### src/fee_ram.sv
`timescale 1ns / 1ps
`default_nettype none
// ----------------------------------------------------------------------------
// fee_ram - simple dual-port synchronous RAM
// One write port, one read port, registered read data.
// ----------------------------------------------------------------------------
module fee_ram #(
    parameter int W     = 8,
    parameter int DEPTH = 256,
    parameter int AW    = 8
) (
    input  wire logic          i_clk,
    input  wire logic          i_we,
    input  wire logic [AW-1:0] i_waddr,
    input  wire logic [W-1:0]  i_wdata,
    input  wire logic          i_re,
    input  wire logic [AW-1:0] i_raddr,
    output logic      [W-1:0]  o_rdata
);

    logic [W-1:0] r_mem [DEPTH];
    logic [W-1:0] r_rdata;

    always_ff @(posedge i_clk) begin
        if (i_we) begin
            r_mem[i_waddr] <= i_wdata;
        end
    end

    always_ff @(posedge i_clk) begin
        if (i_re) begin
            r_rdata <= r_mem[i_raddr];
        end
    end

    assign o_rdata = r_rdata;

endmodule
`default_nettype wire

### config.mk
export PLATFORM = sky130hd
export DESIGN_NAME = fee_ram
export DESIGN_NICKNAME = d
export VERILOG_FILES = /design/src/fee_ram.sv
export SDC_FILE = /design/constraint.sdc
export NUM_CORES = 2
export LEC_CHECK = 0
export ABC_CLOCK_PERIOD_IN_PS = 3300
export BUFFER_PORTS_ARGS = -buffer_cell sky130_fd_sc_hd__clkbuf_2
export CORE_ASPECT_RATIO = 0.5
export CORE_MARGIN = 10
export CORE_UTILIZATION = 35
export DETAILED_ROUTE_END_ITERATION = 16
export PLACE_DENSITY = 0.51
export SYNTH_ARGS = -nofsm -noshare
export SYNTH_HDL_FRONTEND = slang
export SYNTH_SLANG_ARGS = --single-unit
### constraint.sdc
create_clock -name i_clk -period 3.3 [get_ports i_clk]
set_clock_uncertainty 0.15 [all_clocks]
set_input_delay 0.495 -clock i_clk [delete_from_list [all_inputs] [get_ports i_clk]]
set_output_delay 0.495 -clock i_clk [all_outputs]
set_load 0.1 [all_outputs]
# --- Word level (Yosys, flattened, before mapping) ---
# Memories as Yosys holds them, arrays and structs flattened. A register that Yosys moved wholly into a read port is not among the register bits.
# Cells that the tools add are included.
totals:
  register_bits: 0
  ramBits: 2048
  inputBits: 27
  output_inout_bits: 8
  elab_cells: 3
  n_memories: 1
memory_table:
  columns: ["name", "depth", "width", "rd", "rd_ports_with_merged_regs", "write_ports", "line", "text"]
  rows:
  - ["r_mem", 256, 8, 1, 1, 1, "21", "logic [W-1:0] r_mem [DEPTH];"]
op_classes:
  muxes: 2
ops:
  columns: ["operator", "count"]
  rows:
  - ["$mux 1", 2]

# --- Longest topological paths before layout ---
depth:
  word_depth: 2
  ltp_mapped: 11
  ltp_nobuf: 6

# --- Least setup slack after synthesis ---
# Ideal clock, no wire load.
synth_path:
  kind: "input-to-reg"
  startpoint: "input port i_raddr[0]"
  endpoint: "register r_rdata[2], in the netlist o_rdata[2], read port of r_mem (data pin)"
  setup_time_ns: 0.269
  arrival_time_ns: 2.302
  required_ns: 2.881
  setup_slack_ns: 0.579
  path_stages: 9
  path_buffers: 4
  cell_sequence: "buf_6 > buf_12 > buf_8 > buf_2 > mux4_2 > a22oi_1 > a21oi_1 > nor4_1 > nor4_2"
synth_rtl:
  columns: ["element", "line", "text"]
  rows:
  - ["from (decl)", "17", "input wire logic [AW-1:0] i_raddr,"]
  - ["to (decl)", "22", "logic [W-1:0] r_rdata;"]

==> out/results.ini <==
[synth]
synthSimpleGateAreaFrac_pct=2.625
synthMuxAreaShare_pct=14.60
yosysTopAreaCellShare_pct=77.53
synth_area_mm2=0.07964
yosysSeqAreaShare_pct=77.53
yosysTopAreaCell=edfxtp_1
synth_top_family_by_area=multiplexers
synthCells=3733
synth-xor-area-share_pct=0
synth_compound_area_share_pct=3.416
synth_cell_types=54
synth_area_per_cell_um2=21.33
synth-seq-cells=2056
async_flop_share_pct=0
synth-edff-count=2056
synthAdderAreaFrac_pct=0
yosys-top-cells-area=edfxtp_1 (78%), mux4_2 (13%), mux2i_1 (1.7%)
syn_nets=3760
yosys_warnings=0
yosys_most_used_dff=edfxtp_1

[clock_network]
cts_buffers=199
cts_setup_buffers=0
h-tree-depth=4
clock-sinks=2056
worst_skew_pair.late_latency_ns=0.83
cts_root_buf=clkbuf_16
cts_tree=built
cts.clk_slew.worst_paths_ns=0.06
cts_buffer_depth=4

[finish]
area_growth_pct=17.44
num-fill-cells=19646
seqCellArea_mm2=0.06174
fin_cells=7457
nets=4335
layout-drive-gt1-share_pct=30.12
multi_input_area_mm2=0.01652

[global_routing]
grt_max_degree=121
grt_remaining_overflow=0
grt_antenna_before_repair=12
grt_pass1_vias=41071
grt_pass1_wl_um=307900
grt_use_total_pct=17.01

[power]
p_seq_share_pct=53.6
total_power_mw=53.79
switching_power_mw=11.43
internal_power_mw=42.36
p_clk_share_pct=40.7
p_leak_nw=29.65
ir_drop_mv=0.3860
p_per_area_mw_per_mm2=575.1
switching_share_pct=21.24
comb_power_share_pct=5.7

[die]
die_h_um=357.3
dieArea_mm2=0.2482
coreArea_mm2=0.2256
die_w_um=694.6
rows=123
initial_core_util_pct=35.30
pin_count=35

[setup_path]
cpMostUsedCell=buf_12
r2r_end=o_rdata[2]$_DFFE_PP_
crit_buf_inv=3
worstSetupEndpointType=flop
critPathKind=input pin to flop
arrival_ns=3.57
max_stage_delay_ns=0.64
worstPathRequired_ns=3.70
path_cells=buf_8 -> buf_12 -> buf_12 -> mux4_2 -> a22o_1 -> a221oi_1 -> o32ai_1 -> nor3_2 -> nor4_1
crit_slowest_cell=nor3_2
regToRegSetupSlack_ns=0.18
critical-path-top-delay-family=compound AO/OA/AOI/OAI gates
worstSetupStartpointType=input pin
rr_startpoint=r_mem[82][2]$_DFFE_PP_
r2r_cells=6
crit_path_max_fanout=27

[drt]
vias_per_cell=5.374
drc_errors=0
drtIter0Drc=4238
post_drt_wl_per_cell_um=28.87
ant_nets=0
wl_um=215200
vias=40076
first_pass_iters=6

[sta]
drv_slew=0
timing.final.crit_share_pct=96.06
slew_headroom_pct=10.98
fin_crit_ns=3.170
rsz0062_at_grt=false
worst_slew_pin_slew_ns=1.323
hold_violations=0
fmax_ghz=0.3154
setup_viol=0

[worst_hold_path]
hp-class=input pin to flop
min_path_cells=1
holdPathEnd=r_mem[243][3]$_DFFE_PP_
min_from=i_wdata[3]

[place]
globalplace.congestion=0.8282
port_buffers=34
dpl.cell_count=7102
hpwl_um=139200

[run_status]
run_status=finished clean

[run]
cap_violations=0

[power by group through the flow]
stage | clock [mW] | sequential [mW] | combinational, mW
global route | 23.4 | 28.8 | 3.22
detailed placement | 0 | 29.4 | 3.08
finish | 21.9 | 28.8 | 3.04
CTS | 22.4 | 28.8 | 3.09
floorplan | 0 | 29.5 | 1.40
global placement | 0 | 29.4 | 3.03
[kinds of logic (layout without fill, tap and decap cells)]
kind of cell           Yosys count  after routing
buffers and inverters          235            957
other                            0              2
AND/OR/NAND/NOR                466            466
multiplexers                   591            591
AO/OA/AOI/OAI                  385            385
flip-flops                    2056           2056
[worst reg2reg max path: cells and delay by family (launching register included)]
| family | cells | cell delay [ns] |
|---|---|---|
| mux | 2 | 1.09 |
| simple gates | 3 | 1.03 |
| flops | 1 | 0.37 |
| buf+inv | 1 | 0.26 |
[repair_timing]
action | 4_1_cts | 5_1_grt
hold buffers | 5 | 0
resized for setup | 2 | 0
endpoints found under the setup margin | 2 | 0
hold endpoints to repair | 101 | 0
[routing by layer]
| layer | global-route usage (%) | wire (µm) |
|---|---|---|
| met1 | 24.51 | 95590 |
| met2 | 27.21 | 101000 |
| met3 | 2.833 | 14010 |
| met4 | 3.771 | 4580 |
| met5 | 0 | 17 |
[flip-flops by register name (all words and copies together) (netlist names)]
signal,flops
o_rdata,8
r_mem,2048
[worst max path at each step]
stage	startpoint	to	slack, ns	depth (start not counted)
2_1_floorplan	i_raddr[0]	o_rdata[2]$_DFFE_PP_	0.58	9
3_3_place_gp	i_raddr[0]	o_rdata[2]$_DFFE_PP_	-1.44	8
3_5_place_dp	i_raddr[0]	o_rdata[3]$_DFFE_PP_	-1.17	9
4_1_cts	i_raddr[0]	o_rdata[7]$_DFFE_PP_	0.05	9
5_1_grt	r_mem[83][2]$_DFFE_PP_	o_rdata[2]$_DFFE_PP_	0.11	6
6_report	i_raddr[0]	o_rdata[3]$_DFFE_PP_	0.13	9
[layout by cell type (no fill, tap or decap), types with 6 or more instances in the layout]
cell type,n
buf_4,505
nor4_1,20
mux4_2,454
a22oi_1,133
buf_12,64
bufinv_16,16
clkbuf_2,22
nor2_1,279
nor2b_1,28
mux2i_1,134
clkinv_2,35
a211oi_1,16
o211ai_1,10
a22o_1,8
clkinv_1,43
nand2b_1,8
clkbuf_16,203
nor3_1,19
o21ai_0,10
nand3_1,34
edfxtp_1,2056
and2_1,6
o221ai_1,46
o22ai_1,28
a21oi_1,96
nand2_1,33
clkbuf_1,46
nand4_1,10
a221oi_1,13
buf_8,10
nor4_2,7
[synth_stat cells, types with 3 or more instances]
| master | count |
|---|---|
| nor4_2 | 3 |
| buf_1 | 22 |
| o22a_1 | 5 |
| nand2b_1 | 8 |
| a22o_1 | 8 |
| a221oi_1 | 13 |
| o211ai_1 | 10 |
| buf_12 | 8 |
| nand4_1 | 10 |
| nor2b_1 | 31 |
| nor3_1 | 22 |
| o21ai_0 | 10 |
| a21oi_1 | 96 |
| o32ai_1 | 4 |
| buf_8 | 13 |
| clkbuf_1 | 111 |
| a211oi_1 | 16 |
| a22oi_1 | 133 |
| mux4_2 | 454 |
| mux2i_1 | 134 |
| edfxtp_1 | 2056 |
| buf_2 | 31 |
| buf_6 | 21 |
| o221ai_1 | 46 |
| nand3_1 | 34 |
| and2_1 | 6 |
| buf_4 | 27 |
| nand2_1 | 33 |
| nor4_1 | 24 |
| o22ai_1 | 28 |
| or2_2 | 4 |
| nor2_1 | 282 |
[final cells by class]
type / instances / share of cell area (%)
clock buffer: 249 / 5.616
sequential: 2056 / 66.01
antenna: 2 / 0.005351
multi-input combinational: 1442 / 17.66
clock inverter: 99 / 0.9217
inverter: 2 / 0.008027
tap: 3000 / 4.013
timing repair buffer: 607 / 5.760
[through the flow]
stage / worst slack (ns) / hold WS (ns) / setup TNS, ns / utilization, % / instance area (µm²)
5_1_grt: 0.1117 / 0.05246 / 0 / 41.45 / 93520
2_1_floorplan: 0.5789 / 0.4439 / 0 / - / 79640
3_3_place_gp: -1.441 / 0.7359 / -8.537 / 38.69 / 87300
3_5_place_dp: -1.171 / 0.7500 / -5.374 / 38.72 / 87350
4_1_cts: 0.05436 / 0.03590 / 0 / 41.45 / 93520
6_report: 0.1299 / 0.04372 / 0 / 41.46 / 93530
No activity file was read; power rests on OpenSTA's default activity.
