File: config.mk
export PLATFORM = sky130hd
export DESIGN_NAME = fee_div
export DESIGN_NICKNAME = d
export VERILOG_FILES = /design/src/fee_pkg.sv /design/src/fee_div.sv
export SDC_FILE = /design/constraint.sdc
export NUM_CORES = 1
export LEC_CHECK = 0
export ABC_AREA = 1
export BUFFER_PORTS_ARGS = -buffer_cell sky130_fd_sc_hd__clkbuf_2
export CORE_UTILIZATION = 39
export DETAILED_ROUTE_END_ITERATION = 8
export PLACE_DENSITY_LB_ADDON = 0.08
export SYNTH_ARGS = -nofsm -noshare
export SYNTH_HDL_FRONTEND = slang
export SYNTH_SLANG_ARGS = --single-unit
File: constraint.sdc
create_clock -name i_clk -period 4.2 [get_ports i_clk]
set_clock_uncertainty 0.1 [all_clocks]
set_input_delay 0.63 -clock i_clk [delete_from_list [all_inputs] [get_ports i_clk]]
set_output_delay 0.63 -clock i_clk [all_outputs]
set_load 0.1 [all_outputs]
File: src/fee_pkg.sv
`timescale 1ns / 1ps
`default_nettype none
// ----------------------------------------------------------------------------
// fee_pkg - shared types and constants
// Field widths, code points and the controller state type for the flash
// EEPROM emulator.
// ----------------------------------------------------------------------------
package fee_pkg;

    localparam int ADDR_W = 11;
    localparam int DATA_W = 8;

    localparam logic [DATA_W-1:0] C_EMPTY = 8'hFF;

    localparam logic ACT_READ  = 1'b0;
    localparam logic ACT_WRITE = 1'b1;

    localparam logic ST_OK    = 1'b0;
    localparam logic ST_RANGE = 1'b1;

    typedef enum logic [3:0] {
        S_IDLE,
        S_DIV,
        S_FIND,
        S_READ,
        S_READ_WAIT,
        S_COPY,
        S_OVERLAY,
        S_SEARCH,
        S_PROG,
        S_DONE
    } t_state;

endpackage
`default_nettype wire

File: src/fee_div.sv
`timescale 1ns / 1ps
`default_nettype none
// ----------------------------------------------------------------------------
// fee_div - address to bank/offset split
// Repeated subtraction of the bank size, one step per cycle.
// ----------------------------------------------------------------------------
module fee_div import fee_pkg::*; #(
    parameter int DIVISOR = 255,
    parameter int QW      = 2,
    parameter int RW      = 8
) (
    input  wire logic              i_clk,
    input  wire logic              i_rst_n,
    input  wire logic              i_start,
    input  wire logic [ADDR_W-1:0] i_dividend,
    output logic                   o_done,
    output logic      [QW-1:0]     o_quot,
    output logic      [RW-1:0]     o_rem
);

    logic              r_busy;
    logic [ADDR_W-1:0] r_rem;
    logic [QW-1:0]     r_quot;
    logic              ge;

    assign ge = (r_rem >= ADDR_W'(DIVISOR));

    always_ff @(posedge i_clk) begin
        if (!i_rst_n) begin
            r_busy <= 1'b0;
        end else if (i_start) begin
            r_busy <= 1'b1;
        end else if (r_busy && !ge) begin
            r_busy <= 1'b0;
        end
    end

    always_ff @(posedge i_clk) begin
        if (i_start) begin
            r_rem  <= i_dividend;
            r_quot <= '0;
        end else if (r_busy && ge) begin
            r_rem  <= r_rem - ADDR_W'(DIVISOR);
            r_quot <= r_quot + QW'(1);
        end
    end

    assign o_done = r_busy && !ge;
    assign o_quot = r_quot;
    assign o_rem  = r_rem[RW-1:0];

endmodule
`default_nettype wire
# Word level (Yosys, flattened, before mapping)
# Index checks and enable logic that the tools add are counted.
# classes
mux,4
magnitude_cmp,1
addsub,2
n_reduce_logical,5
# op_table
op,n
2-to-1 mux 11 bit,2
">= comparator 11 x 8 -> 1 bit, second input constant",1
"subtractor 11 x 8 -> 11 bit, second input constant",1
nonzero test 2 bit,2
"adder 2 x 1 -> 2 bit, second input constant",1
logical AND 1 bit,2
2-to-1 mux 1 bit,2
logical NOT 1 bit,1
# word_totals
ff_bits,14
word_cells,15
out_inout_bits,11

# Logic depth before layout (Yosys ltp)
# Gate-level depths: netlist of run 1.
# logic_depth
depth_word,5
ltp_mapped,8

# Least setup slack after synthesis of run 1
# OpenSTA, ideal clock, no wires.
# synth_path
kind,flip-flop to output port
start,reg r_rem[0]
end,out o_done
required_time_ns,3.470
stages_incl_launch_ff,7
arrival_time_ns,2.266
n_path_buf,0
path_slack_ns,1.204
cell_sequence,edfxtp_1 > ha_1 > nand2_1 > nor2_4 > nand2_4 > nand3_4 > nor2_1
# synth_via
elab_chain_cells,3
# synth_rtl
element,line,rtl
"start, declared",fee_div.sv:22,logic [ADDR_W-1:0] r_rem;
"start signal, assigned",fee_div.sv:40,r_rem <= i_dividend;
"start signal, assigned",fee_div.sv:43,r_rem <= r_rem - ADDR_W'(DIVISOR);
>= comparator 11 x 8 -> 1 bit,fee_div.sv:26,assign ge = (r_rem >= ADDR_W'(DIVISOR));
logical NOT 1 bit,fee_div.sv:48,assign o_done = r_busy && !ge;
logical AND 1 bit,fee_div.sv:48,
"end, declared",fee_div.sv:16,"output logic o_done,"
# Every way passes these cells.

# Worst setup path in the final report of run 1
# Same ends and word-level chain as after synthesis.

==> results of run 1 <==
==> per-stage QoR <==
step | instances | area (µm²) | setup WS, ps | power, µW
floorplan | 100 | 875 | 1200 | 327
CTS | 145 | 986 | 1520 | 424
global placement | 141 | 960 | 1890 | 339
finish | 145 | 986 | 1540 | 419
detailed placement | 141 | 960 | 1850 | 341
global route | 145 | 986 | 1420 | 441
==> area by class of cell <==
class / count / area [µm²] / share of cell area [%]
Clock buffer: 4 / 26.3 / 2.66
Tap cell: 27 / 33.8 / 3.43
Inverter: 6 / 22.5 / 2.28
Timing Repair Buffer: 24 / 120 / 12.2
Multi-Input combinational cell: 70 / 393 / 39.8
Sequential cell: 14 / 390 / 39.6
==> logic make-up after synthesis <==
| logic type | share of synthesized area (%) |
|---|---|
| xor+xnor | 1.00 |
| simple gates | 30.6 |
| flops | 44.6 |
| compound gates | 11.9 |
| buf+inv | 10.4 |
| fa+ha+maj | 1.43 |
==> flip-flops by register name (all words and copies together) (netlist names) <==
register and cells:
r_rem 11, r_busy 1, o_quot 2
==> placed cells by master (no fill, tap or decap) <==
cell type / instances
sky130_fd_sc_hd__inv_1: 4
sky130_fd_sc_hd__ha_1: 1
sky130_fd_sc_hd__nand4_1: 1
sky130_fd_sc_hd__clkbuf_2: 24
sky130_fd_sc_hd__o21ai_1: 5
sky130_fd_sc_hd__nand3_4: 1
sky130_fd_sc_hd__inv_2: 2
sky130_fd_sc_hd__nor2_1: 8
sky130_fd_sc_hd__a21oi_1: 7
sky130_fd_sc_hd__nand3_1: 4
sky130_fd_sc_hd__xor2_1: 1
sky130_fd_sc_hd__nand2_2: 3
sky130_fd_sc_hd__a31oi_1: 1
sky130_fd_sc_hd__a22o_1: 1
sky130_fd_sc_hd__nor3_2: 1
sky130_fd_sc_hd__clkbuf_4: 3
sky130_fd_sc_hd__nor2_4: 2
sky130_fd_sc_hd__a21o_1: 1
sky130_fd_sc_hd__edfxtp_1: 11
sky130_fd_sc_hd__dfxtp_1: 3
sky130_fd_sc_hd__nand3_2: 1
sky130_fd_sc_hd__clkbuf_1: 1
sky130_fd_sc_hd__a21boi_2: 1
sky130_fd_sc_hd__nand2_1: 27
sky130_fd_sc_hd__o21ai_0: 2
sky130_fd_sc_hd__nor2_8: 1
sky130_fd_sc_hd__nand2_4: 1
==> metal layers <==
metal / track usage [%] / up-vias / routed length, µm
met1: 19.9 / 307 / 777
met3: 3.12 / 4 / 73
met4: 7.35 / 0 / 25
met2: 23.3 / 20 / 738
li1: - / 364 / -
met5: 0 / - / 0
==> path summary, 6_finish.rpt <==
check | startpoint | end | slack (ps) | cells after the start
max | r_rem[0]$_DFFE_PP_ | o_done | 1540 | 7
min | o_quot[0]$_SDFFE_PP0P_ | o_quot[0]$_SDFFE_PP0P_ | 410 | 2
max reg2reg | r_rem[0]$_DFFE_PP_ | r_rem[10]$_DFFE_PP_ | 2210 | 7
min reg2reg | o_quot[0]$_SDFFE_PP0P_ | o_quot[0]$_SDFFE_PP0P_ | 410 | 2
==> worst max-delay path, stage by stage, from the launching register on <==
cell	delay, ps
sky130_fd_sc_hd__edfxtp_1	450
sky130_fd_sc_hd__ha_1	240
sky130_fd_sc_hd__nand2_1	130
sky130_fd_sc_hd__nor2_4	70
sky130_fd_sc_hd__nand2_4	100
sky130_fd_sc_hd__nand3_4	110
sky130_fd_sc_hd__nor2_1	100
sky130_fd_sc_hd__clkbuf_2	460
==> power groups by stage <==
stage | combinational [µW] | sequential (µW) | clock [µW]
2_1_floorplan | 131 | 196 | 0
3_3_place_gp | 151 | 189 | 0
3_5_place_dp | 151 | 190 | 0
4_1_cts | 151 | 187 | 85.3
5_1_grt | 160 | 190 | 92.0
6_report | 150 | 187 | 82.5
==> synthesized netlist by cell type, types with 2 or more instances <==
master                     instances
sky130_fd_sc_hd__edfxtp_1         11
sky130_fd_sc_hd__o21ai_1           5
sky130_fd_sc_hd__a21oi_1           7
sky130_fd_sc_hd__nand2_1          27
sky130_fd_sc_hd__o21ai_0           2
sky130_fd_sc_hd__nor2_1            8
sky130_fd_sc_hd__buf_4             8
sky130_fd_sc_hd__inv_1             4
sky130_fd_sc_hd__nand2_2           3
sky130_fd_sc_hd__nor2_4            2
sky130_fd_sc_hd__dfxtp_1           3
sky130_fd_sc_hd__nand3_1           4
sky130_fd_sc_hd__inv_2             2
==> impl_metrics.py, run 1 <==
metrics = {
    "run_status": {
        "outcome": "finished, final reports clean",
    },
    "logic_synthesis": {
        "synth-edff-count": 11,
        "synthCells": 100,
        "synth_warnings": 0,
        "postSynthRegisterBits": 14,
        "synth_cell_type_count": 27,
        "post_synth.cell_area_avg_um2": 8.75,
        "syn_area_um2": 875,
        "synthDominantAreaCellType": "sky130_fd_sc_hd__edfxtp_1",
        "share_of_the_yosys_chip_area_belonging_to_registers_pct": 44.6,
        "synth.top_cell.area_share_pct": 37.8,
        "post_synth_main_area_contributors": "sky130_fd_sc_hd__edfxtp_1 (38%), sky130_fd_sc_hd__nand2_1 (12%), sky130_fd_sc_hd__dfxtp_1 (6.9%)",
        "async_reset_ff_share_pct": 0,
        "synth.net_count": 115,
        "synth_flop_cell": "sky130_fd_sc_hd__edfxtp_1",
    },
    "grt": {
        "first_global_vias": 600,
        "groute.usage.overall_pct": 15.1,
        "largest_net_degree_at_the_start_of_global_routing": 18,
        "wire_length_of_the_first_global_routing_pass_um": 2770,
        "antenna_found_initial": 0,
        "overflow": 0,
    },
    "floorplanning": {
        "placementRows": 16,
        "fp.dieArea_um2": 2440,
        "fp.coreArea_um2": 2040,
        "die_y_um": 49.4,
        "num_io_pins": 25,
        "fp.dieW_um": 49.4,
        "initial_core_util_pct": 42.8,
    },
    "power_and_ir_drop": {
        "part_of_the_total_power_dissipated_in_combinational_logic_pct": 35.7,
        "static-leakage-power_uw": 0.000472,
        "power_report.internal_total_uw": 237,
        "power_switching_uw": 183,
        "switching_part_of_the_total_power_pct": 43.6,
        "peakVddDrop_mv": 0.209,
        "power.share.sequential_pct": 44.6,
        "pwr_density_cell_nw_per_um2": 425,
        "clkPwrFrac_pct": 19.7,
    },
    "detailed_routing": {
        "post_drt_via_cell_ratio": 4.79,
        "detail_route.wl_per_cell_um": 11.1,
        "ant_nets": 0,
        "via_count": 695,
        "dr.pass1.iters": 4,
        "drt_first_iter_violations": 12,
        "drc_errors": 0,
        "routed_wirelength_um": 1620,
    },
    "place": {
        "place.port_buffers": 24,
        "finalWeightedCongestion": 0.722,
        "detailed_place_hpwl_um": 1170,
    },
    "clock_tree": {
        "cts-resized-gates": 0,
        "cts.reportedPaths.clkPinSlew_ps": 90,
        "cts_root_buf": "sky130_fd_sc_hd__clkbuf_4",
        "cts_made_buffers": 3,
        "maximum_count_of_clock_buffers_along_a_single_path": 2,
        "clk_latency_ps": 280,
        "tritoncts": "built",
        "cts_hold_buf": 0,
        "post_cts.repair.setup_buffers": 0,
        "h_tree_lvl_count": 1,
        "clock_sink_count": 14,
    },
    "job": {
        "cap_viol_max_count": 0,
    },
    "final_layout": {
        "n_fill_cell": 225,
        "syn2layout_area_growth_pct": 12.7,
        "insertedDiodeCount": 0,
        "final_layout_size_suffix_gt1_share_pct": 33.9,
        "final_net_count": 134,
        "postLayoutCoreUtil_pct": 48.3,
    },
    "sta": {
        "setup_viol": 0,
        "timing_hold_violations_final": 0,
        "rsz0062_at_grt": "no",
        "worst_slew_margin_rel_pct": 64.0,
        "tns_ps": 0,
        "finalWorstPathRequiredPeriod_ps": 2660,
        "final_min_period_over_clock_period_pct": 63.4,
        "max_slew.worst_pin.slew_ps": 542,
        "achievable_frequency_mhz": 375,
        "fin_worst_hold_slack_ps": 413,
        "final-max-slew-violation-count": 0,
    },
    "worst_setup_path": {
        "setup.worst_path.start_class": "flop",
        "critical_path_peak_fanout": 6,
        "critical_path_data_required_time_ps": 3470,
        "crit_path_end_kind": "output pin",
        "setup.worst_path.class": "reg -> out",
        "critPathArrivalTime_ps": 1930,
    },
    "worst_hold_path": {
        "holdCritPathClass": "reg -> reg",
    },
}
Power figures use the tool's default switching activity.
==> run 2: changes to the inputs <==
==> constraint.sdc (replaced) <==
create_clock -name i_clk -period 2.3 [get_ports i_clk]
set_clock_uncertainty 0.1 [all_clocks]
set_input_delay 0.345 -clock i_clk [delete_from_list [all_inputs] [get_ports i_clk]]
set_output_delay 0.345 -clock i_clk [all_outputs]
set_load 0.1 [all_outputs]
==> impl_metrics.py, run 2 (synthesized netlist as in run 1, its figures left out) <==
metrics = {
    "worst_setup_path": {
        "setup.worst_path.class": "reg -> out",
        "regToRegStartpoint": "r_rem[0]$_DFFE_PP_",
        "critical_path_peak_fanout": 6,
        "worst_r2r_endpoint": "r_rem[8]$_DFFE_PP_",
        "path_cells": "ha_1, nand2_1, nor2_4, nand2_4, nand3_4, nor2_2, buf_12",
        "worst-path-stages": 7,
        "worst-r2r-setup-slack_ps": 430,
        "crit_buf_inv": 1,
        "worst_path_max_delay_cell": "sky130_fd_sc_hd__edfxtp_1",
        "worst_r2r_path_depth": 8,
        "slowest_delay_ps": 450,
        "critical_path_data_required_time_ps": 1860,
        "critical_path.top_delay_family": "simple AND/OR/NAND/NOR gates",
        "critPathArrivalTime_ps": 1700,
        "crit_path_end_kind": "output pin",
        "setup.worst_path.start_class": "flop",
    },
    "place": {
        "detailed_place_hpwl_um": 1210,
        "place.port_buffers": 24,
        "finalWeightedCongestion": 0.733,
    },
    "clock_tree": {
        "cts_root_buf": "sky130_fd_sc_hd__clkbuf_4",
        "clock_sink_count": 14,
        "cts_hold_buf": 0,
        "tritoncts": "built",
        "cts.reportedPaths.clkPinSlew_ps": 90,
        "cts_made_buffers": 3,
        "post_cts.repair.setup_buffers": 0,
        "h_tree_lvl_count": 1,
        "cts-resized-gates": 0,
        "maximum_count_of_clock_buffers_along_a_single_path": 2,
        "clk_latency_ps": 280,
    },
    "final_layout": {
        "flip_flop_count_of_the_largest_register_all_copies_and_words_added": 11,
        "max_flop_register": "r_rem",
        "insertedDiodeCount": 0,
        "final_layout_size_suffix_gt1_share_pct": 35.3,
        "sequential_cell_area_um2": 390,
        "n_fill_cell": 226,
        "multi_input_comb_area_um2": 395,
        "final_net_count": 135,
        "layout.cells.most_common": "sky130_fd_sc_hd__nand2_1",
        "leading_cell_types_in_the_layout_fill_and_taps_excluded": "sky130_fd_sc_hd__nand2_1 (27), sky130_fd_sc_hd__clkbuf_2 (23), sky130_fd_sc_hd__edfxtp_1 (11), sky130_fd_sc_hd__nor2_1 (7), sky130_fd_sc_hd__a21oi_1 (7)",
        "syn2layout_area_growth_pct": 15.6,
    },
    "detailed_routing": {
        "routed_wirelength_um": 1600,
        "post_drt_via_cell_ratio": 4.86,
        "detail_route.wl_per_cell_um": 10.9,
        "dr.pass1.iters": 4,
        "drc_errors": 0,
        "drt_first_iter_violations": 15,
        "ant_nets": 0,
        "via_count": 710,
    },
    "sta": {
        "max_slew.worst_pin.slew_ps": 546,
        "timing_hold_violations_final": 0,
        "worst_slew_margin_rel_pct": 63.8,
        "tns_ps": 0,
        "rsz0062_at_grt": "no",
        "finalWorstPathRequiredPeriod_ps": 2140,
        "achievable_frequency_mhz": 467,
        "final-max-slew-violation-count": 0,
        "setup_viol": 0,
        "final_min_period_over_clock_period_pct": 93.2,
    },
    "power_and_ir_drop": {
        "peakVddDrop_mv": 0.361,
        "power_switching_uw": 333,
        "pwr_density_cell_nw_per_um2": 756,
        "post-layout-total-power_uw": 764,
        "power_report.internal_total_uw": 432,
        "static-leakage-power_uw": 0.000480,
        "part_of_the_total_power_dissipated_in_combinational_logic_pct": 36.6,
        "power.share.sequential_pct": 44.5,
        "switching_part_of_the_total_power_pct": 43.5,
        "clkPwrFrac_pct": 18.9,
    },
    "floorplanning": {
        "die_y_um": 49.4,
        "fp.dieArea_um2": 2440,
        "initial_core_util_pct": 42.8,
        "fp.dieW_um": 49.4,
        "fp.coreArea_um2": 2040,
        "num_io_pins": 25,
        "placementRows": 16,
    },
    "worst_hold_path": {
        "holdCritPathClass": "in -> reg",
        "hold_path_depth": 2,
        "timing.hold.worst.start": "i_rst_n",
        "worst_hold_path.endpoint": "r_busy$_SDFFE_PN0P_",
    },
    "grt": {
        "largest_net_degree_at_the_start_of_global_routing": 18,
        "overflow": 0,
        "antenna_found_initial": 0,
        "first_global_vias": 631,
        "wire_length_of_the_first_global_routing_pass_um": 2680,
        "groute.usage.overall_pct": 14.6,
    },
    "job": {
        "cap_viol_max_count": 0,
    },
    "run_status": {
        "outcome": "finished, final reports clean",
    },
}
run 2: cell types whose count changed in the layout (fill, tap and decap cells not counted), sizes merged:
cell	change
clkinv	+1
buf	+2
clkbuf	-2
run 2: stage by stage:
step	cells	utilization [%]	cell area, µm²	setup slack, ps	hold slack, ps
2_1_floorplan	100	-	877	54.0	383
3_3_place_gp	142	48.2	985	470	403
3_5_place_dp	142	48.2	985	427	394
4_1_cts	146	49.5	1010	146	195
5_1_grt	146	49.5	1010	10.3	184
6_report	146	49.5	1010	157	195
run 2: metal layers:
| layer | share of wire [%] | global-route usage [%] | wire (µm) |
|---|---|---|---|
| met2 | 44 | 23.5 | 709 |
| met1 | 49 | 18.1 | 782 |
| met4 | 1.4 | 7.35 | 23 |
| met5 | 0 | 0 | 0 |
| met3 | 5.1 | 3.12 | 81 |
run 2: worst max path at each step:
stage / from / to / slack (ps)
floorplan: r_rem[0]$_DFFE_PP_ / o_done / 50
global placement: r_rem[0]$_DFFE_PP_ / r_rem[7]$_DFFE_PP_ / 470
CTS: r_rem[0]$_DFFE_PP_ / o_done / 150
finish: r_rem[0]$_DFFE_PP_ / o_done / 160
detailed placement: r_rem[0]$_DFFE_PP_ / r_rem[8]$_DFFE_PP_ / 430
global route: r_rem[0]$_DFFE_PP_ / o_done / 10
run 2: cell type report:
type	instances	area share, %
repair buffers	25	14.1
multi-input cells	70	39.1
well taps	27	3.34
inverters	6	2.23
clock buffers	3	2.23
flip-flops and latches	14	38.6
clock inverters	1	0.371
run 2: power by group through the flow:
| stage | sequential (µW) | combinational [µW] | clock [µW] |
|---|---|---|---|
| 2_1_floorplan | 359 | 239 | 0 |
| 3_3_place_gp | 345 | 281 | 0 |
| 3_5_place_dp | 346 | 282 | 0 |
| 4_1_cts | 340 | 283 | 146 |
| 5_1_grt | 345 | 299 | 167 |
| 6_report | 340 | 280 | 144 |
==> run 3: changes to the inputs <==
--- a/config.mk
+++ b/config.mk
@@ -10,6 +10,8 @@
 export CORE_UTILIZATION = 39
 export DETAILED_ROUTE_END_ITERATION = 8
 export PLACE_DENSITY_LB_ADDON = 0.08
+export RECOVER_POWER = 100
+export SKIP_LAST_GASP = 1
 export SYNTH_ARGS = -nofsm -noshare
 export SYNTH_HDL_FRONTEND = slang
 export SYNTH_SLANG_ARGS = --single-unit
==> impl_metrics.py, run 3 (synthesized netlist as in run 1, its figures left out) <==
metrics = {
    "run_status": {
        "outcome": "finished, final reports clean",
    },
    "final_layout": {
        "final_cells": 146,
        "flip_flop_count_of_the_largest_register_all_copies_and_words_added": 11,
        "final_area_um2": 963,
        "syn2layout_area_growth_pct": 10.2,
        "insertedDiodeCount": 0,
        "max_flop_register": "r_rem",
        "multi_input_comb_area_um2": 369,
        "n_fill_cell": 236,
        "sequential_cell_area_um2": 390,
        "final_net_count": 135,
        "leading_cell_types_in_the_layout_fill_and_taps_excluded": "sky130_fd_sc_hd__nand2_1 (29), sky130_fd_sc_hd__clkbuf_2 (16), sky130_fd_sc_hd__edfxtp_1 (11), sky130_fd_sc_hd__nor2_1 (8), sky130_fd_sc_hd__clkbuf_1 (8)",
        "layout.cells.most_common": "sky130_fd_sc_hd__nand2_1",
        "final_layout_size_suffix_gt1_share_pct": 25.2,
    },
    "grt": {
        "first_global_vias": 631,
        "wire_length_of_the_first_global_routing_pass_um": 2680,
        "largest_net_degree_at_the_start_of_global_routing": 18,
        "overflow": 0,
        "antenna_found_initial": 0,
        "groute.usage.overall_pct": 14.6,
    },
    "sta": {
        "setup_viol": 0,
        "rsz0062_at_grt": "no",
        "finalWorstPathRequiredPeriod_ps": 2120,
        "setup_ws_ps": 183,
        "achievable_frequency_mhz": 472,
        "max_slew.worst_pin.slew_ps": 1170,
        "tns_ps": 0,
        "timing_hold_violations_final": 0,
        "worst_slew_margin_rel_pct": 22.4,
        "final-max-slew-violation-count": 0,
        "final_min_period_over_clock_period_pct": 92.0,
    },
    "worst_setup_path": {
        "setup.worst_path.class": "reg -> out",
        "crit_path_end_kind": "output pin",
        "critPathArrivalTime_ps": 1670,
        "setup.worst_path.start_class": "flop",
        "critical_path_data_required_time_ps": 1860,
        "critical_path_peak_fanout": 6,
    },
    "clock_tree": {
        "cts.reportedPaths.clkPinSlew_ps": 90,
        "tritoncts": "built",
        "cts_hold_buf": 0,
        "maximum_count_of_clock_buffers_along_a_single_path": 2,
        "cts_root_buf": "sky130_fd_sc_hd__clkbuf_4",
        "clock_sink_count": 14,
        "h_tree_lvl_count": 1,
        "cts_made_buffers": 3,
        "clk_latency_ps": 270,
        "post_cts.repair.setup_buffers": 0,
        "cts-resized-gates": 0,
    },
    "power_and_ir_drop": {
        "static-leakage-power_uw": 0.000435,
        "peakVddDrop_mv": 0.352,
        "pwr_density_cell_nw_per_um2": 775,
    },
    "detailed_routing": {
        "ant_nets": 0,
        "detail_route.wl_per_cell_um": 11.0,
        "drt_first_iter_violations": 10,
        "routed_wirelength_um": 1600,
        "via_count": 701,
        "post_drt_via_cell_ratio": 4.80,
        "dr.pass1.iters": 4,
        "drc_errors": 0,
    },
    "floorplanning": {
        "initial_core_util_pct": 42.8,
        "fp.dieArea_um2": 2440,
        "die_y_um": 49.4,
        "fp.dieW_um": 49.4,
        "num_io_pins": 25,
        "fp.coreArea_um2": 2040,
        "placementRows": 16,
    },
    "place": {
        "dpl_worst_slack_ps": 427,
        "postPlaceCellArea_um2": 985,
        "detailed_place_hpwl_um": 1210,
        "finalWeightedCongestion": 0.733,
        "place.port_buffers": 24,
        "numPlacedInstances": 142,
    },
    "job": {
        "cap_viol_max_count": 0,
    },
    "worst_hold_path": {
        "holdCritPathClass": "in -> reg",
    },
}
[run 3: where the power goes]
group          switching (µW)  internal (µW)  total [µW]  leakage [µW]
clock                    78.8           62.8         142     0.0000154
sequential               28.9            310         338      0.000136
combinational             216           50.7         266      0.000283
[run 3: cell type report]
class | count | area share, %
clock inverters | 1 | 0.390
inverters | 6 | 2.34
repair buffers | 25 | 12.6
clock buffers | 3 | 2.34
multi-input cells | 70 | 38.3
well taps | 27 | 3.51
flip-flops and latches | 14 | 40.5
[run 3: final timing paths]
check,start,end,slack (ps),cells after the start
worst max-delay path,r_rem[0]$_DFFE_PP_,o_done,180,7
worst min-delay path,i_rst_n,r_busy$_SDFFE_PN0P_,200,2
worst max register to register,r_rem[0]$_DFFE_PP_,r_rem[6]$_DFFE_PP_,220,7
worst min register to register,o_quot[0]$_SDFFE_PP0P_,o_quot[0]$_SDFFE_PP0P_,410,2
[run 3: critical path, cell delays in order, from the launching register on]
cell and delay [ps]:
sky130_fd_sc_hd__edfxtp_1 430, sky130_fd_sc_hd__ha_1 240, sky130_fd_sc_hd__nand2_1 130, sky130_fd_sc_hd__nor2_4 70
sky130_fd_sc_hd__nand2_4 90, sky130_fd_sc_hd__nand3_4 100, sky130_fd_sc_hd__nor2_2 110, sky130_fd_sc_hd__buf_6 230
[run 3: metrics by stage]
step | hold slack [ps] | utilization [%] | total power [µW]
2_1_floorplan | 383 | - | 598
3_3_place_gp | 403 | 48.2 | 626
3_5_place_dp | 394 | 48.2 | 628
4_1_cts | 195 | 49.5 | 769
5_1_grt | 184 | 47.2 | 796
6_report | 199 | 47.2 | 747
[run 3: metal layers]
layer	track usage [%]	vias up	part of all wire, %	wire length, µm
met5	0	-	0	0
met1	18.1	309	48	771
met2	23.5	20	45	721
li1	-	368	-	-
met3	3.12	4	5.3	85
met4	7.35	0	1.4	23
